**config.mk**
```make
export PLATFORM = sky130hd
export DESIGN_NAME = smart_integer_field_decoder_unit
export DESIGN_NICKNAME = d
export VERILOG_FILES = /design/src/hw/rtl/sifd_pkg.sv /design/src/hw/rtl/smart_integer_field_decoder_unit.sv /design/src/hw/rtl/sifd_step.sv
export SDC_FILE = /design/constraint.sdc
export NUM_CORES = 1
export LEC_CHECK = 0
export ABC_AREA = 1
export ABC_CLOCK_PERIOD_IN_PS = 11230
export BUFFER_PORTS_ARGS = -buffer_cell sky130_fd_sc_hd__buf_4
export CAP_MARGIN = 40
export CORE_ASPECT_RATIO = 0.6
export CORE_MARGIN = 2
export CORE_UTILIZATION = 35
export CTS_BUF_LIST = sky130_fd_sc_hd__clkbuf_16
export CTS_CLUSTER_SIZE = 12
export DETAILED_ROUTE_END_ITERATION = 6
export SYNTH_ARGS = -nofsm -noshare
export SYNTH_HDL_FRONTEND = slang
export SYNTH_SLANG_ARGS = --single-unit
```
**constraint.sdc**
```tcl
create_clock -name i_clk -period 11.23 [get_ports i_clk]
set_input_delay 1.123 -clock i_clk [delete_from_list [all_inputs] [get_ports i_clk]]
set_output_delay 1.123 -clock i_clk [all_outputs]
set_load 0.01 [all_outputs]
```
**src/hw/rtl/sifd_pkg.sv**
```systemverilog
// Package for the smart integer field decoder.
// Holds item structs, decoder state struct, field kind codes and constants.
// No dependencies.
`default_nettype none

package sifd_pkg;

    localparam logic [3:0] KIND_U8     = 4'd0;
    localparam logic [3:0] KIND_S8     = 4'd1;
    localparam logic [3:0] KIND_U16    = 4'd2;
    localparam logic [3:0] KIND_S16    = 4'd3;
    localparam logic [3:0] KIND_U24    = 4'd4;
    localparam logic [3:0] KIND_S32    = 4'd5;
    localparam logic [3:0] KIND_S64    = 4'd6;
    localparam logic [3:0] KIND_SSMART = 4'd7;
    localparam logic [3:0] KIND_BSMART = 4'd8;
    localparam logic [3:0] KIND_XSMART = 4'd9;

    localparam logic [31:0] RUN_MARK    = 32'd32767;
    localparam logic [31:0] SUM_MAX     = 32'h7fff_ffff;
    localparam logic [63:0] SMART_BIAS  = 64'h8000;
    localparam logic [63:0] BIG_THRESH  = 64'h8000_0000;
    localparam logic [7:0]  LONG_FIRST  = 8'd128;

    typedef struct packed {
        logic [7:0] in_byte;
        logic [3:0] mode;
    } t_in_item;

    typedef struct packed {
        logic signed [63:0] value;
        logic               saturated;
    } t_out_item;

    typedef struct packed {
        logic        in_field;
        logic [3:0]  field_kind;
        logic [2:0]  bytes_left;
        logic [63:0] partial_value;
        logic [31:0] extended_sum;
        logic        sum_clamped;
    } t_state;

endpackage

`default_nettype wire

```
**src/hw/rtl/smart_integer_field_decoder_unit.sv**
```systemverilog
// Smart integer field decoder: input register, one decode step, result register.
// A field's result is registered as its last byte leaves the input register.
// Throughput: one byte per cycle while no waiting result stalls the decode step.
// Reset (synchronous, active low) empties both registers and clears the field state.
// Depends on sifd_pkg and sifd_step.
`default_nettype none

module smart_integer_field_decoder_unit (
    input  wire                      i_clk,
    input  wire                      i_rst_n,
    input  wire                      i_in_valid,
    output logic                     o_in_ready,
    input  wire sifd_pkg::t_in_item  i_in_item,
    output logic                     o_out_valid,
    input  wire                      i_out_ready,
    output sifd_pkg::t_out_item      o_out_item
);

    logic                r_in_valid;
    sifd_pkg::t_in_item  r_in;
    sifd_pkg::t_state    r_state;
    logic                r_out_valid;
    sifd_pkg::t_out_item r_out;

    sifd_pkg::t_state    n_state;
    logic                res_valid;
    sifd_pkg::t_out_item res;
    logic                consume;

    sifd_step u_step (
        .i_state     (r_state),
        .i_item      (r_in),
        .o_state     (n_state),
        .o_res_valid (res_valid),
        .o_res       (res)
    );

    // advance the held byte unless its result would overwrite a waiting one
    assign consume    = r_in_valid && (!res_valid || !r_out_valid || i_out_ready);
    assign o_in_ready = !r_in_valid || consume;

    always_ff @(posedge i_clk) begin
        if (!i_rst_n) begin
            r_in_valid <= 1'b0;
        end else if (o_in_ready) begin
            r_in_valid <= i_in_valid;
        end
    end

    always_ff @(posedge i_clk) begin
        if (o_in_ready && i_in_valid) begin
            r_in <= i_in_item;
        end
    end

    always_ff @(posedge i_clk) begin
        if (!i_rst_n) begin
            r_state <= '0;
        end else if (consume) begin
            r_state <= n_state;
        end
    end

    always_ff @(posedge i_clk) begin
        if (!i_rst_n) begin
            r_out_valid <= 1'b0;
        end else if (consume && res_valid) begin
            r_out_valid <= 1'b1;
        end else if (i_out_ready) begin
            r_out_valid <= 1'b0;
        end
    end

    always_ff @(posedge i_clk) begin
        if (consume && res_valid) begin
            r_out <= res;
        end
    end

    assign o_out_valid = r_out_valid;
    assign o_out_item  = r_out;

endmodule

`default_nettype wire

```
**src/hw/rtl/sifd_step.sv**
```systemverilog
// Combinational decode step of the smart integer field decoder.
// Takes the current state and one byte, gives the next state and the result.
// Depends on sifd_pkg.
`default_nettype none

module sifd_step (
    input  wire sifd_pkg::t_state    i_state,
    input  wire sifd_pkg::t_in_item  i_item,
    output sifd_pkg::t_state         o_state,
    output logic                     o_res_valid,
    output sifd_pkg::t_out_item      o_res
);

    logic        first;
    logic [3:0]  kind;
    logic [31:0] esum;
    logic        clamp;
    logic [2:0]  len_m1;
    logic [63:0] p;
    logic [2:0]  bl;
    logic [63:0] ss_val;
    logic [31:0] s32;
    logic [31:0] t_sum;
    logic [31:0] t_sat;
    logic        t_over;

    always_comb begin
        first = !i_state.in_field || (i_state.bytes_left == 3'd0);
        if (!i_state.in_field) begin
            kind  = (i_item.mode > sifd_pkg::KIND_XSMART) ? sifd_pkg::KIND_U8 : i_item.mode;
            esum  = 32'd0;
            clamp = 1'b0;
        end else begin
            kind  = i_state.field_kind;
            esum  = i_state.extended_sum;
            clamp = i_state.sum_clamped;
        end

        // byte count minus one of the field starting here
        unique case (kind)
            sifd_pkg::KIND_U8,
            sifd_pkg::KIND_S8:  len_m1 = 3'd0;
            sifd_pkg::KIND_U16,
            sifd_pkg::KIND_S16: len_m1 = 3'd1;
            sifd_pkg::KIND_U24: len_m1 = 3'd2;
            sifd_pkg::KIND_S32: len_m1 = 3'd3;
            sifd_pkg::KIND_S64: len_m1 = 3'd7;
            sifd_pkg::KIND_BSMART:
                len_m1 = (i_item.in_byte >= sifd_pkg::LONG_FIRST) ? 3'd3 : 3'd1;
            default:
                len_m1 = (i_item.in_byte < sifd_pkg::LONG_FIRST) ? 3'd0 : 3'd1;
        endcase

        if (first) begin
            p  = {56'd0, i_item.in_byte};
            bl = len_m1;
        end else begin
            p  = {i_state.partial_value[55:0], i_item.in_byte};
            bl = i_state.bytes_left - 3'd1;
        end

        ss_val = (p >= sifd_pkg::SMART_BIAS) ? (p - sifd_pkg::SMART_BIAS) : p;
        s32    = ss_val[31:0];
        t_sum  = esum + s32;
        t_over = (t_sum > sifd_pkg::SUM_MAX);
        t_sat  = t_over ? sifd_pkg::SUM_MAX : t_sum;

        o_state.field_kind    = kind;
        o_state.partial_value = p;
        o_state.extended_sum  = esum;
        o_state.sum_clamped   = clamp;
        o_state.bytes_left    = bl;
        o_state.in_field      = 1'b1;
        o_res_valid           = 1'b0;
        o_res.value           = 64'sd0;
        o_res.saturated       = 1'b0;

        if (bl == 3'd0) begin
            o_state.in_field = 1'b0;
            o_res_valid      = 1'b1;
            unique case (kind)
                sifd_pkg::KIND_U8:  o_res.value = {56'd0, p[7:0]};
                sifd_pkg::KIND_S8:  o_res.value = {{56{p[7]}}, p[7:0]};
                sifd_pkg::KIND_U16: o_res.value = {48'd0, p[15:0]};
                sifd_pkg::KIND_S16: o_res.value = {{48{p[15]}}, p[15:0]};
                sifd_pkg::KIND_U24: o_res.value = {40'd0, p[23:0]};
                sifd_pkg::KIND_S32: o_res.value = {{32{p[31]}}, p[31:0]};
                sifd_pkg::KIND_S64: o_res.value = p;
                sifd_pkg::KIND_SSMART: o_res.value = ss_val;
                sifd_pkg::KIND_BSMART: begin
                    if (p >= sifd_pkg::BIG_THRESH) begin
                        o_res.value = {33'd0, p[30:0]};
                    end else if (p == {32'd0, sifd_pkg::RUN_MARK}) begin
                        o_res.value = -64'sd1;
                    end else begin
                        o_res.value = p;
                    end
                end
                default: begin
                    // extended run: accumulate, hold the field open on the mark
                    o_state.extended_sum = t_sat;
                    o_state.sum_clamped  = clamp | t_over;
                    if (s32 == sifd_pkg::RUN_MARK) begin
                        o_state.in_field = 1'b1;
                        o_res_valid      = 1'b0;
                    end
                    o_res.value     = {32'd0, t_sat};
                    o_res.saturated = clamp | t_over;
                end
            endcase
        end
    end

endmodule

`default_nettype wire

```
-- Word level (Yosys, flattened, before mapping)
Cells that the tools add are included.
W data, S select, Z words.
- $add $sub $neg: 3
- muxes and demuxes: 24
- divide/modulo/power cells: 0
- order comparisons: 6
- $mul: 0
- bitwise operators: 2
- reductions and logical operators: 19
- eq/ne operators: 10
- shift-type cells: 0
- operator list (operator ; count):
    $pmux W64 S9 ; 1
    $mux W64 ; 4
    $mux W33 ; 2
    $eq A64 B15 Y1 const B ; 1
    $ge A64 B16 Y1 const B ; 1
    $ge A64 B32 Y1 const B ; 1
    $mux W32 ; 2
    $sub A64 B16 Y64 const B ; 1
    $add A32 B32 Y32 ; 1
    $eq A32 B15 Y1 const B ; 1
    $gt A32 B31 Y1 const B ; 1
    $pmux W3 S6 ; 1
    $eq A4 B3 Y1 const B ; 4
    $mux W1 ; 10
    $reduce_or A10 Y1 ; 1
    $reduce_or A9 Y1 ; 1
    $eq A4 B2 Y1 const B ; 2
    $ge A8 B8 Y1 const B ; 1
    $lt A8 B8 Y1 const B ; 1
    $mux W4 ; 2
    $logic_not A3 Y1 ; 2
    $eq A4 B1 Y1 const B ; 1
    $eq A4 B4 Y1 const B ; 1
    $gt A4 B4 Y1 const B ; 1
    11 further kinds ; 20
- flip-flop bits (word level): 176
- output and inout port bits: 67
- logic and storage cells: 76
- bits in read-only memories: 0
- RAM bits: 0
- memories kept: 0
- input bits: 16
- latch bits: 0

-- Longest topological paths before layout
Gate-level depths: netlist (run 1).
- depth after elaboration: 15
- gate-level depth with buffers: 32
- gate-level depth less buffers: 30

-- Hierarchy
A second synthesis (run 1) with hierarchy kept.
- cell total of the unflattened synthesis: 2113
- area, all modules: 13585.5 µm²
- by module, submodules not included (module ; area each (µm²) ; times used ; cells an instance):
    smart_integer_field_decoder_unit ; 7155.6 ; 1 ; 781
    sifd_step ; 6429.9 ; 1 ; 1332

-- Worst setup path before layout (run 1)
OpenSTA, ideal clock, no wires.
- path kind: reg-to-reg
- start: reg r_state[97] in the netlist's numbering
- end: reg r_out, in the netlist o_out_item[0], enable pin
- stages on the path, launching flop included: 25
- setup slack: 6765 ps
- path buffers: 3
- data required time: 10811 ps
- arrival time: 4046 ps
- cells stage by stage: dfxtp_1 inv_1 ha_1 a21oi_2 buf_2 buf_2 nand2_1 ha_1 inv_1 nor2_1 nand2_1 xor2_1 inv_1 o21ai_1 nand3_1 nor2_1 nand4_1 nand2_1 inv_2 nand2_2 nand2_2 inv_2 buf_6 nand2_1 inv_1
- cells in the longest elaborated chain, start to end: 14
- RTL lines (item ; RTL line ; RTL):
    from (decl) ; smart_integer_field_decoder_unit.sv:21 ; sifd_pkg::t_state r_state;
    from (signal assigned) ; smart_integer_field_decoder_unit.sv:60 ; r_state <= n_state;
    $logic_not A3 Y1 ; sifd_step.sv:28 ; first = !i_state.in_field || (i_state.bytes_left == 3'd0);
    $logic_or A1 B1 Y1 ; sifd_step.sv:28 ;
    $mux W64 ; sifd_step.sv:54 ; if (first) begin
    $sub A64 B16 Y64 or $ge A64 B16 Y1 (tied branches) ; sifd_step.sv:62 ; ss_val = (p >= sifd_pkg::SMART_BIAS) ? (p - sifd_pkg::SMART_BIAS) : p;
    $mux W64 ; sifd_step.sv:62 ;
    $eq A32 B15 Y1 ; sifd_step.sv:103 ; if (s32 == sifd_pkg::RUN_MARK) begin
    $mux W1 ; sifd_step.sv:103 ;
    $mux W1 ; sifd_step.sv:81 ; unique case (kind)
    $mux W1 (*) ; sifd_step.sv:78 ; if (bl == 3'd0) begin
    $logic_not A1 Y1 ; smart_integer_field_decoder_unit.sv:39 ; assign consume = r_in_valid && (!res_valid || !r_out_valid || i_out_ready);
    $logic_or A1 B1 Y1 (2 in series) ; smart_integer_field_decoder_unit.sv:39 ;
    $logic_and A1 B1 Y1 ; smart_integer_field_decoder_unit.sv:39 ;
    $logic_and A1 B1 Y1 (*) ; smart_integer_field_decoder_unit.sv:75 ; if (consume && res_valid) begin
    to (signal assigned) ; smart_integer_field_decoder_unit.sv:76 ; r_out <= res;
    to (decl) ; smart_integer_field_decoder_unit.sv:23 ; sifd_pkg::t_out_item r_out;
Mark *: on every way between the ends. The rest lies on a longest branch, timed or not.
A chain may end at the register's enable or synchronous reset.

-- Worst setup path in the final report (run 1)
- start: reg r_state[97] in the netlist's numbering
- end: reg r_out, in the netlist o_out_item[30], enable pin
Same word-level chain as after synthesis.

==> summary.txt, run 1 <==
Floorplanning
  • DIE WIDTH: around 240 µm
  • Initial Utilization: 0.3557
  • DIE HEIGHT: 147.4 µm
  • Die area: 35,800 µm²
  • I/O Pins: 83
  • Core area: 33,700 µm²
  • Rows: 52

Pwr
  • Pwr Total: 0.001926 W
  • Leak pwr: between 6 and 7 nW
  • Peak VDD IR: 106.9 µV
  • Power Dens Cells: around 140 nW/µm²

Logic synthesis
  • Mapped cell area: 11,990 µm²
  • Seq/Total Area, Yosys: 0.3582
  • Number of flops mapped to enable cells by yosys: 77
  • Total of flip-flops plus latches after synthesis: 176
  • Mapped Avg Cell Area: 6.754 µm²
  • Synth warn: 0
  • Net Count, Synth: 1,827
  • Yosys cell types: 46
  • Ys async rst share: 0
  • Top_reg_cell synth: dfxtp_1
  • Cells after Synth: around 1,800

STA
  • Post-Route Setup TNS: 0 ns
  • Maximum clock frequency: 165.7 MHz
  • Final setup vio count: 0
  • Worst slew pin tran: 0.8603 ns
  • Final Cycle Share: 0.5372
  • Relative slew slack: 0.4265
  • Crit path time final: 6.033 ns
  • RSZ-0062 raised after global routing: false
  • Final setup skew: 0.01484 ns
  • Max-slew violations: 0
  • Final Hold Vio Count: 0

Final layout
  • Nets: 1,870
  • Post-Route Utilization: 0.3979
  • Area grow syn2layout: 11.87%
  • Most common cell after layout, fill and taps aside: nand2_1
  • Layout cells sized above 1: 0.09995
  • ANT cells: 0
  • Most frequent cells in the layout: nand2_1 (407), nor2_1 (311), inv_1 (206)
  • Final instance area: 13,410 µm²

Global route
  • Total gr overflow: 0
  • GR Util met2: 0.2910
  • Total track usage: 0.2286
  • Most used routing layer: met1
  • Largest net degree at the start of global routing: 74
  • Met3 GRT Util: 0.05535
  • Vias in the first global route: 10,880
  • GR Util met1: 0.3731
  • Antenna violations before repair: 0
  • Global-route wire length before repair: 63.38 mm

Drt
  • Post-DRT Antenna Nets: 0
  • Vias after detailed routing: 11,930
  • Post-Route WL: 40.95 mm
  • First-pass DRT Iterations: 6
  • Routed WL per cell: 17.88 µm
  • DR DRC count: 0
  • Via/cell ratio: 5.208
  • Initial drt markers: 1,566

Clock tree
  • Post-CTS setup buffers: 0
  • H-tree depth: 4
  • Sink Count: 176
  • Max clock buf depth: 2
  • Post-cts resize count: 0
  • Clock Latency Late Sink: 0.46 ns
  • Cts hold-fix bufs: 0
  • Clock root cell: clkbuf_16
  • Total CTS buffers: 17
  • Clock slew at reported path FFs: 0.07 ns
  • CTS tree: yes

Status
  • Outcome: completed

Placed design
  • Post-DP Area: about 13,000 µm²
  • Placed wire-length estimate: 30.20 mm
  • PortBufs: 82
  • Gpl congestion: between 0.9 and 1

Worst setup path
  • Crit-path max FO: 64
  • Critical path endpoint category: register
  • WS Path Type: register to register
  • Critical Path RT: 11.32 ns
  • Signal arrival time at the worst endpoint: 6.12 ns
  • Worst Setup Start Kind: register

Flow run
  • Total of max-cap violations: 0

Hold path
  • Hold Crit Class: register to register
[cells in the mapped netlist, types with 2 or more instances]
library cell,number,area (µm²)
nand3b_1,3,22.52
inv_1,207,777.0
nor4_1,6,37.54
o21a_1,5,37.54
buf_1,5,18.77
a31oi_1,3,18.77
o22ai_1,2,12.51
xor2_1,17,148.9
nor2_2,14,87.58
a21o_1,2,15.01
clkbuf_1,22,82.58
buf_6,23,259.0
and2_1,2,12.51
edfxtp_1,77,2312
buf_4,7,52.55
ha_1,35,437.9
xnor2_1,24,210.2
nand3_2,12,120.1
o211ai_1,6,45.04
inv_2,9,33.78
buf_2,17,85.08
nand3_1,79,395.4
nand2_2,12,75.07
nand2_4,3,33.78
a221oi_1,10,87.58
a211oi_1,10,75.07
nand2_1,407,1528
nand4_1,23,143.9
o21ai_0,87,435.4
nor3_1,21,105.1
nor2_1,312,1171
dfxtp_1,99,1982
a21oi_1,135,675.7
nor2_4,2,22.52
o21ai_1,66,330.3
[critical path, cell delays in order, from the launching register on]
cell	delay, ns
dfxtp_1	0.33
inv_1	0.08
ha_1	0.24
nand2_4	0.32
nand2_4	0.41
nor2_1	0.19
nor2_1	0.30
nand2_1	0.12
nor2_1	0.25
nand2_2	0.15
nor2_4	0.15
nand2_4	0.20
inv_4	0.21
or2_1	0.20
nand3_1	0.09
nor2_1	0.19
nand4_1	0.18
nand2_1	0.13
inv_2	0.06
nand2_2	0.07
nand2_4	0.36
inv_2	0.16
nand2_1	0.11
inv_2	0.47
buf_4	0.59
[power by group]
part / internal [W] / switching, W / total, W
Clock: 0.000285 / 0.000283 / 0.000569
Combinational: 0.000175 / 0.000440 / 0.000615
Sequential: 0.000715 / 0.0000278 / 0.000743
Total: 0.00117 / 0.000751 / 0.00193
[logic make-up after synthesis]
logic type / count (synthesis) / synth area share
xor gates and xnor gates: 41 / 0.02995
adders and majority gates: 36 / 0.03820
and+or+nand+nor: 898 / 0.3142
AOI/OAI and AO/OA: 333 / 0.1498
buffers and inverters: 291 / 0.1097
DFF: 176 / 0.3582
[per-layer routing]
metal	vias up	share of wire
met4	0	0.010
li1	5853	-
met2	537	0.37
met5	-	0
met1	5497	0.52
met3	39	0.10
[final timing paths]
kind	startpoint	to	slack, ns	cells past startpoint
worst min register to register	r_state[103]$_SDFFE_PN0P_	r_state[103]$_SDFFE_PN0P_	0.48	2
worst max-delay path	r_state[97]$_SDFFE_PN0P_	o_out_item[30]$_SDFFCE_PP0P_	5.20	24
worst min-delay path	r_state[103]$_SDFFE_PN0P_	r_state[103]$_SDFFE_PN0P_	0.48	2
worst max register to register	r_state[97]$_SDFFE_PN0P_	o_out_item[30]$_SDFFCE_PP0P_	5.20	24
[final cells by class]
cell class | instances | area [µm²]
inverter | 217 | 817.0
tap | 459 | 574.3
multi-input combinational | 1308 | 6392
clock buffer | 17 | 425.4
sequential | 176 | 4295
fill | 3695 | 20290
clock inverter | 15 | 111.4
timing repair buffer | 98 | 795.8
[registers in the layout, summed over array words and instances (netlist names)]
signal       count
o_out_item      65
r_in            12
r_state         97
r_in_valid       1
o_out_valid      1
[metrics by stage]
step,worst slack (ns),hold slack (ns),instances
CTS,5.272,0.4748,2290
global placement,5.416,0.4487,2254
finish,5.197,0.4774,2290
floorplan,6.765,0.4326,1775
global route,4.775,0.5020,2290
detailed placement,5.335,0.4649,2258
Power figures use the tool's default switching activity.
==> inputs of run 2 (changes only) <==
ABC_CLOCK_PERIOD_IN_PS = 5520   (was 11230)
clock period = 5.52 ns   (was 11.23 ns; I/O delays follow)
==> run 2 against run 1 <==
  * The flow now finishes with violations (design-rule violations)
  * Routed wire length is 2.7% lower
  * Combinational power is 100% higher
  * Global-route usage shrank 0.51 points
  * First-iteration DRC count is 5.7% lower
  * Hold slack lost 0.21 ns
  * Core utilization up 0.30 points
  * Clock power up 100%
  * Non-clock buffer count up 14
  * Sequential share of layout area decreased by 0.24 points
  * Critical path type unchanged
==> summary.txt, run 2 (synthesized netlist as in run 1, its figures left out) <==
STA
  • Relative slew slack: 0.4224 (-0.004103)
  • Final setup skew: 0.01443 ns (-0.0004120 ns)
  • Final Cycle Share: 0.9095 (+0.3723)
  • Post-Route Setup TNS: 0 ns (unchanged)
  • Crit path time final: 5.021 ns (-1.013 ns)
  • Final Hold Vio Count: 0 (unchanged)
  • Worst slew pin tran: 0.8598 ns (-0.0004607 ns)
  • Maximum clock frequency: 199.2 MHz (+20%)
  • Max-slew violations: 0 (unchanged)
  • RSZ-0062 raised after global routing: false
  • Final setup vio count: 0 (unchanged)

Global route
  • Total track usage: 0.2235 (-0.005058)
  • Total gr overflow: 0 (unchanged)
  • Largest net degree at the start of global routing: 120 (+62%)
  • Global-route wire length before repair: 62.62 mm (-1.2%)
  • Antenna violations before repair: 0 (unchanged)
  • Vias in the first global route: 10,880 (+0.055%)

Worst setup path
  • CP top delay family: simple AND/OR/NAND/NOR gates
  • Most frequent CP cell: nand2_1
  • Signal arrival time at the worst endpoint: 5.20 ns (-0.92 ns)
  • Critical path endpoint category: register
  • Crit-path max FO: 30 (-53%)
  • WS Path Type: register to register
  • CP peak stage delay: 0.50 ns (-0.09 ns)
  • Worst Setup Start Kind: register
  • Critical Path RT: 5.70 ns (-5.62 ns)
  • CP max-delay cell: nor2_1
  • Buf+Inv Stages, Crit Path: 5 (-1)

Drt
  • Post-Route WL: 39.86 mm (-2.7%)
  • Post-DRT Antenna Nets: 0 (unchanged)
  • Initial drt markers: 1,476 (-5.7%)
  • First-pass DRT Iterations: 7 (+1)
  • Via/cell ratio: 5.229 (+0.41%)
  • Vias after detailed routing: 12,050 (+1.0%)
  • DR DRC count: 2 (+2)
  • Routed WL per cell: 17.30 µm (-3.3%)

Hold path
  • Hold Crit Class: input port to register

Placed design
  • Placed insts: 2,272 (+0.62%)
  • PortBufs: 82 (unchanged)
  • Gpl congestion: 0.9476 (-3.5%)
  • Placed wire-length estimate: 29.14 mm (-3.5%)

Floorplanning
  • DIE HEIGHT: 147.4 µm (unchanged)
  • DIE WIDTH: 242.9 µm (unchanged)
  • I/O Pins: 83 (unchanged)
  • Rows: 52 (unchanged)
  • Die area: 35,800 µm² (unchanged)
  • Core area: 33,700 µm² (unchanged)
  • Initial Utilization: 0.3557 (unchanged)

Status
  • Violated checks: design-rule violations
  • Outcome: finished with violations

Final layout
  • Largest register FFs: 97 (unchanged)
  • Most frequent cells in the layout: nand2_1 (407), nor2_1 (311), inv_1 (210)
  • Fill count: 3,627 (-1.8%)
  • ANT cells: 0 (unchanged)
  • Layout cells sized above 1: 0.1068 (+0.006830)
  • Most common cell after layout, fill and taps aside: nand2_1
  • Fin cells: 2,304 (+0.61%)
  • Area grow syn2layout: 12.71%
  • Nets: 1,884 (+0.75%)
  • Reg with most FFs: r_state

Clock tree
  • Sink Count: 176 (unchanged)
  • Post-cts resize count: 0 (unchanged)
  • Post-CTS setup buffers: 0 (unchanged)
  • Cts hold-fix bufs: 0 (unchanged)
  • CTS tree: yes
  • Clock Latency Late Sink: 0.46 ns (about the same)
  • H-tree depth: 4 (unchanged)
  • Clock root cell: clkbuf_16
  • Clock slew at reported path FFs: 0.07 ns (about the same)
  • Total CTS buffers: 17 (unchanged)
  • Max clock buf depth: 2 (unchanged)

Flow run
  • Total of max-cap violations: 0 (unchanged)

Pwr
  • Peak VDD IR: 239.6 µV (+120%)
  • Power Dens Cells: 288.9 nW/µm² (+100%)
  • Leak pwr: 6.770 nW (+1.4%)
run 2: cell count changes in the layout (fill, tap and decap cells not counted), sizes merged:
cell	before	now
buf	98	112
inv	221	227
clkinv	9	5
clkinvlp	2	0
run 2: final timing paths:
kind	depth (start not counted)	endpoint	start	slack (ns)
worst max-delay path	26	o_out_item[18]$_SDFFCE_PP0P_	r_state[97]$_SDFFE_PN0P_	0.50
worst max register to register	26	o_out_item[18]$_SDFFCE_PP0P_	r_state[97]$_SDFFE_PN0P_	0.50
worst min-delay path	1	r_in[9]$_DFFE_PP_	i_in_item[9]	0.26
worst min register to register	2	r_state[32]$_SDFFE_PN0P_	r_state[32]$_SDFFE_PN0P_	0.47
run 2: report_power, final:
| group | internal, W | total, W | switching [W] |
|---|---|---|---|
| sequential | 0.00145 | 0.00151 | 0.0000546 |
| combinational | 0.000367 | 0.00125 | 0.000882 |
| clock | 0.000575 | 0.00115 | 0.000571 |
run 2: final cells by class:
cell class	instances	area, µm²	share of cell area
multi-input cells	1308	6392	0.4731
inverters	217	817.0	0.06046
repair buffers	112	910.9	0.06741
clock buffers	17	425.4	0.03148
well taps	459	574.3	0.04250
clock inverters	15	97.59	0.007222
flip-flops and latches	176	4295	0.3179
run 2: stage by stage:
stage	util	setup slack (ns)	instance area, µm²	hold WS (ns)	total power (W)
finish	0.4010	0.4995	13510	0.2648	0.003904
global route	0.4010	0.2137	13510	0.2491	0.004118
CTS	0.4010	0.6119	13510	0.2476	0.003906
detailed placement	0.3854	0.6297	12990	0.4549	0.002759
global placement	0.3846	0.7619	12960	0.4464	0.002752
floorplan	-	1.055	11990	0.4326	0.002404
run 2: worst reg2reg max path, delay by kind of cell, from the launching register on:
kind | cells | cell delay (ns)
AOI/OAI and AO/OA | 3 | 0.59
adders and majority gates | 2 | 0.60
buffers and inverters | 5 | 0.50
DFF | 1 | 0.35
and+or+nand+nor | 16 | 2.73
run 2: per-layer routing:
metal / track usage / up-vias / wire length, µm
met4: 0.05368 / 0 / 482
met2: 0.2834 / 513 / 14850
met1: 0.3571 / 5608 / 20410
li1: - / 5889 / -
met3: 0.06394 / 38 / 4114
met5: 0 / - / 0
==> inputs of run 3 (changes only) <==
ABC_CLOCK_PERIOD_IN_PS = 4450   (was 5520)
BUFFER_PORTS_ARGS = default   (was -buffer_cell sky130_fd_sc_hd__buf_4)
CORE_ASPECT_RATIO = default   (was 0.6)
DONT_BUFFER_PORTS = 1   (was default)
clock period = 4.45 ns   (was 5.52 ns; I/O delays follow)
==> run 3 against run 2 <==
  * The flow now finishes without violations
  * Highest routed layer unchanged
  * Core utilization fell by 0.16 points
  * Largest cell class unchanged
  * Combinational power rose by 25%
  * Critical endpoint unchanged
  * Die area fell by 0.13%
  * Routed wire length fell by 3.6%
  * Sequential share of layout area rose by 0.21 points
==> summary.txt, run 3 (synthesized netlist as in run 1, its figures left out) <==
Status
  • Outcome: completed

Global route
  • Largest net degree at the start of global routing: 120 (unchanged)
  • Vias in the first global route: 11,040 (+1.4%)
  • GR Util met2: 0.3543 (+0.07090)
  • Total gr overflow: 0 (unchanged)
  • Most used routing layer: met2
  • Antenna violations before repair: 0 (unchanged)
  • Met3 GRT Util: 0.04430 (-0.01964)
  • Global-route wire length before repair: 60.20 mm (-3.9%)
  • GR Util met1: 0.2793 (-0.07779)
  • Total track usage: 0.2147 (-0.008784)

Placed design
  • Gpl congestion: 0.9397 (-0.83%)
  • Placed insts: 2,193 (-3.5%)
  • Placed wire-length estimate: 26.98 mm (-7.4%)
  • PortBufs: 0 (-100%)
  • Worst slack, placed: 0.1174 ns (-0.5123 ns)

Floorplanning
  • I/O Pins: 83 (unchanged)
  • DIE WIDTH: 189.1 µm (-22%)
  • Initial Utilization: 0.3566 (+0.0009136)
  • Core area: 33,620 µm² (-0.26%)
  • Die area: 35,750 µm² (-0.13%)
  • Rows: 67 (+29%)
  • DIE HEIGHT: 189.1 µm (+28%)

Flow run
  • Total of max-cap violations: 0 (unchanged)

Hold path
  • Min-delay src: i_in_item[7]
  • Hold Path Sink: r_in[7]$_DFFE_PP_
  • Hold Crit Class: input port to register
  • Min-Delay Path Depth: 0 (-1)

Worst setup path
  • WS Path Type: register to register
  • Worst Setup Start Kind: register
  • Signal arrival time at the worst endpoint: 4.37 ns (-0.83 ns)
  • CP cell instances: inv_1, ha_2, a21oi_2, buf_6, o21ai_0, nand2_1, nor2_1, nand2_1, nor2_2, nand2_1, nand2_8, nand2_1, inv_1, ha_1, a21oi_1, o21a_1, nand2_1, nand2_1, nand4_1, nand2_2, buf_12, nand2_1, nand2_1, o21ai_0
  • Reg-to-Reg End: o_out_item[18]$_SDFFCE_PP0P_
  • Most frequent CP cell: nand2_1
  • CP max-delay cell: ha_1
  • CP top delay family: simple AND/OR/NAND/NOR gates
  • Reg2Reg Launch Point: r_state[97]$_SDFFE_PN0P_
  • Crit-path max FO: 17 (-43%)
  • CP peak stage delay: 0.37 ns (-0.13 ns)
  • R2R Setup Slk: 0.27 ns (-0.23 ns)
  • Buf+Inv Stages, Crit Path: 4 (-1)
  • Critical Path RT: 4.64 ns (-1.06 ns)
  • Worst R2R Path Depth: 24 (-7.7%)
  • Critical path endpoint category: register

STA
  • Post-Route Setup TNS: 0 ns (unchanged)
  • Worst slew pin tran: 0.7343 ns (-0.1255 ns)
  • Relative slew slack: 0.5053 (+0.08292)
  • Final Hold Vio Count: 0 (unchanged)
  • Final setup vio count: 0 (unchanged)
  • Crit path time final: 4.182 ns (-0.8382 ns)
  • Final Cycle Share: 0.9398 (+0.03032)
  • Max-slew violations: 0 (unchanged)
  • Maximum clock frequency: 239.1 MHz (+20%)
  • Final WS setup: 0.2677 ns (-0.2318 ns)
  • Final setup skew: 0.01173 ns (-0.002695 ns)

Clock tree
  • CTS tree: yes
  • Clock slew at reported path FFs: 0.07 ns (about the same)
  • Total CTS buffers: 17 (unchanged)
  • Clock root cell: clkbuf_16
  • H-tree depth: 4 (unchanged)
  • Sink Count: 176 (unchanged)
  • Max clock buf depth: 2 (unchanged)
  • Cts hold-fix bufs: 0 (unchanged)
  • Clock Latency Late Sink: 0.45 ns (about the same)

Drt
  • Routed WL per cell: 17.20 µm (-0.57%)
  • DR DRC count: 0 (-2)
  • Post-DRT Antenna Nets: 0 (unchanged)
  • Via/cell ratio: 5.202 (-0.53%)
  • Initial drt markers: 979 (-34%)
  • First-pass DRT Iterations: 5 (-2)
  • Post-Route WL: 38.41 mm (-3.6%)
  • Vias after detailed routing: 11,620 (-3.6%)

Final layout
  • Layout cells sized above 1: 0.09300 (-0.01378)
  • Fill count: 3,523 (-2.9%)
  • Largest register FFs: 97 (unchanged)
  • ANT cells: 0 (unchanged)
  • Most frequent cells in the layout: nand2_1 (405), nor2_1 (304), inv_1 (206)
  • Area grow syn2layout: 11.97%
  • Fin cells: 2,233 (-3.1%)
  • Reg with most FFs: r_state
  • Nets: 1,824 (-3.2%)
  • Most common cell after layout, fill and taps aside: nand2_1
  • Post-Route Utilization: 0.3993 (-0.001613)

Pwr
  • Peak VDD IR: 324.0 µV (+35%)
  • Leak pwr: 6.546 nW (-3.3%)
  • Power Dens Cells: 393.5 nW/µm² (+36%)
==> run 3: cell type report <==
class / instances / area (µm²) / share of cell area
multi-input combinational: 1309 / 6533 / 0.4866
sequential: 176 / 4295 / 0.3200
inverter: 217 / 820.8 / 0.06114
tap: 448 / 560.5 / 0.04176
timing repair buffer: 51 / 511.7 / 0.03812
clock buffer: 17 / 425.4 / 0.03169
clock inverter: 15 / 277.8 / 0.02069
==> run 3: repair_timing <==
item,CTS,global route
setup endpoints to repair,0,99
gates resized for setup,0,28
buffers inserted,0,6
endpoints found under the hold margin,0,0
==> run 3: how the worst max path moves through the flow <==
stage / cells after the start / endpoint / slack (ns) / startpoint
2_1_floorplan: 26 / o_out_item[0]$_SDFFCE_PP0P_ / 0.33 / r_state[97]$_SDFFE_PN0P_
4_1_cts: 30 / o_out_item[31]$_SDFFCE_PP0P_ / 0.06 / r_state[97]$_SDFFE_PN0P_
3_5_place_dp: 26 / o_out_item[18]$_SDFFCE_PP0P_ / 0.12 / r_state[97]$_SDFFE_PN0P_
3_3_place_gp: 26 / o_out_item[25]$_SDFFCE_PP0P_ / 0.19 / r_state[97]$_SDFFE_PN0P_
6_report: 24 / o_out_item[18]$_SDFFCE_PP0P_ / 0.27 / r_state[97]$_SDFFE_PN0P_
5_1_grt: 30 / o_out_item[31]$_SDFFCE_PP0P_ / -0.01 / r_state[97]$_SDFFE_PN0P_
==> run 3: through the flow <==
stage | hold slack, ns | cell area (µm²) | total power, W
after floorplan | 0.4326 | 11990 | 0.002981
after global routing | 0.06156 | 13420 | 0.005555
after detailed placement | 0.4561 | 12490 | 0.003372
after global placement | 0.4507 | 12480 | 0.003355
after CTS | 0.06292 | 13200 | 0.005214
final | 0.08406 | 13420 | 0.005282
==> run 3: per-layer routing <==
metal  vias up  wire length [µm]  part of all wire
met2       417             17940              0.47
met1      5373             16900              0.44
li1       5760                 -                 -
met3        65              2580             0.067
met4         0               988             0.026
met5         -                 0                 0
==> run 3: report_power, final <==
part,internal (W),switching [W]
Combinational,0.000491,0.00107
Clock,0.00112,0.000713
Sequential,0.00181,0.0000836
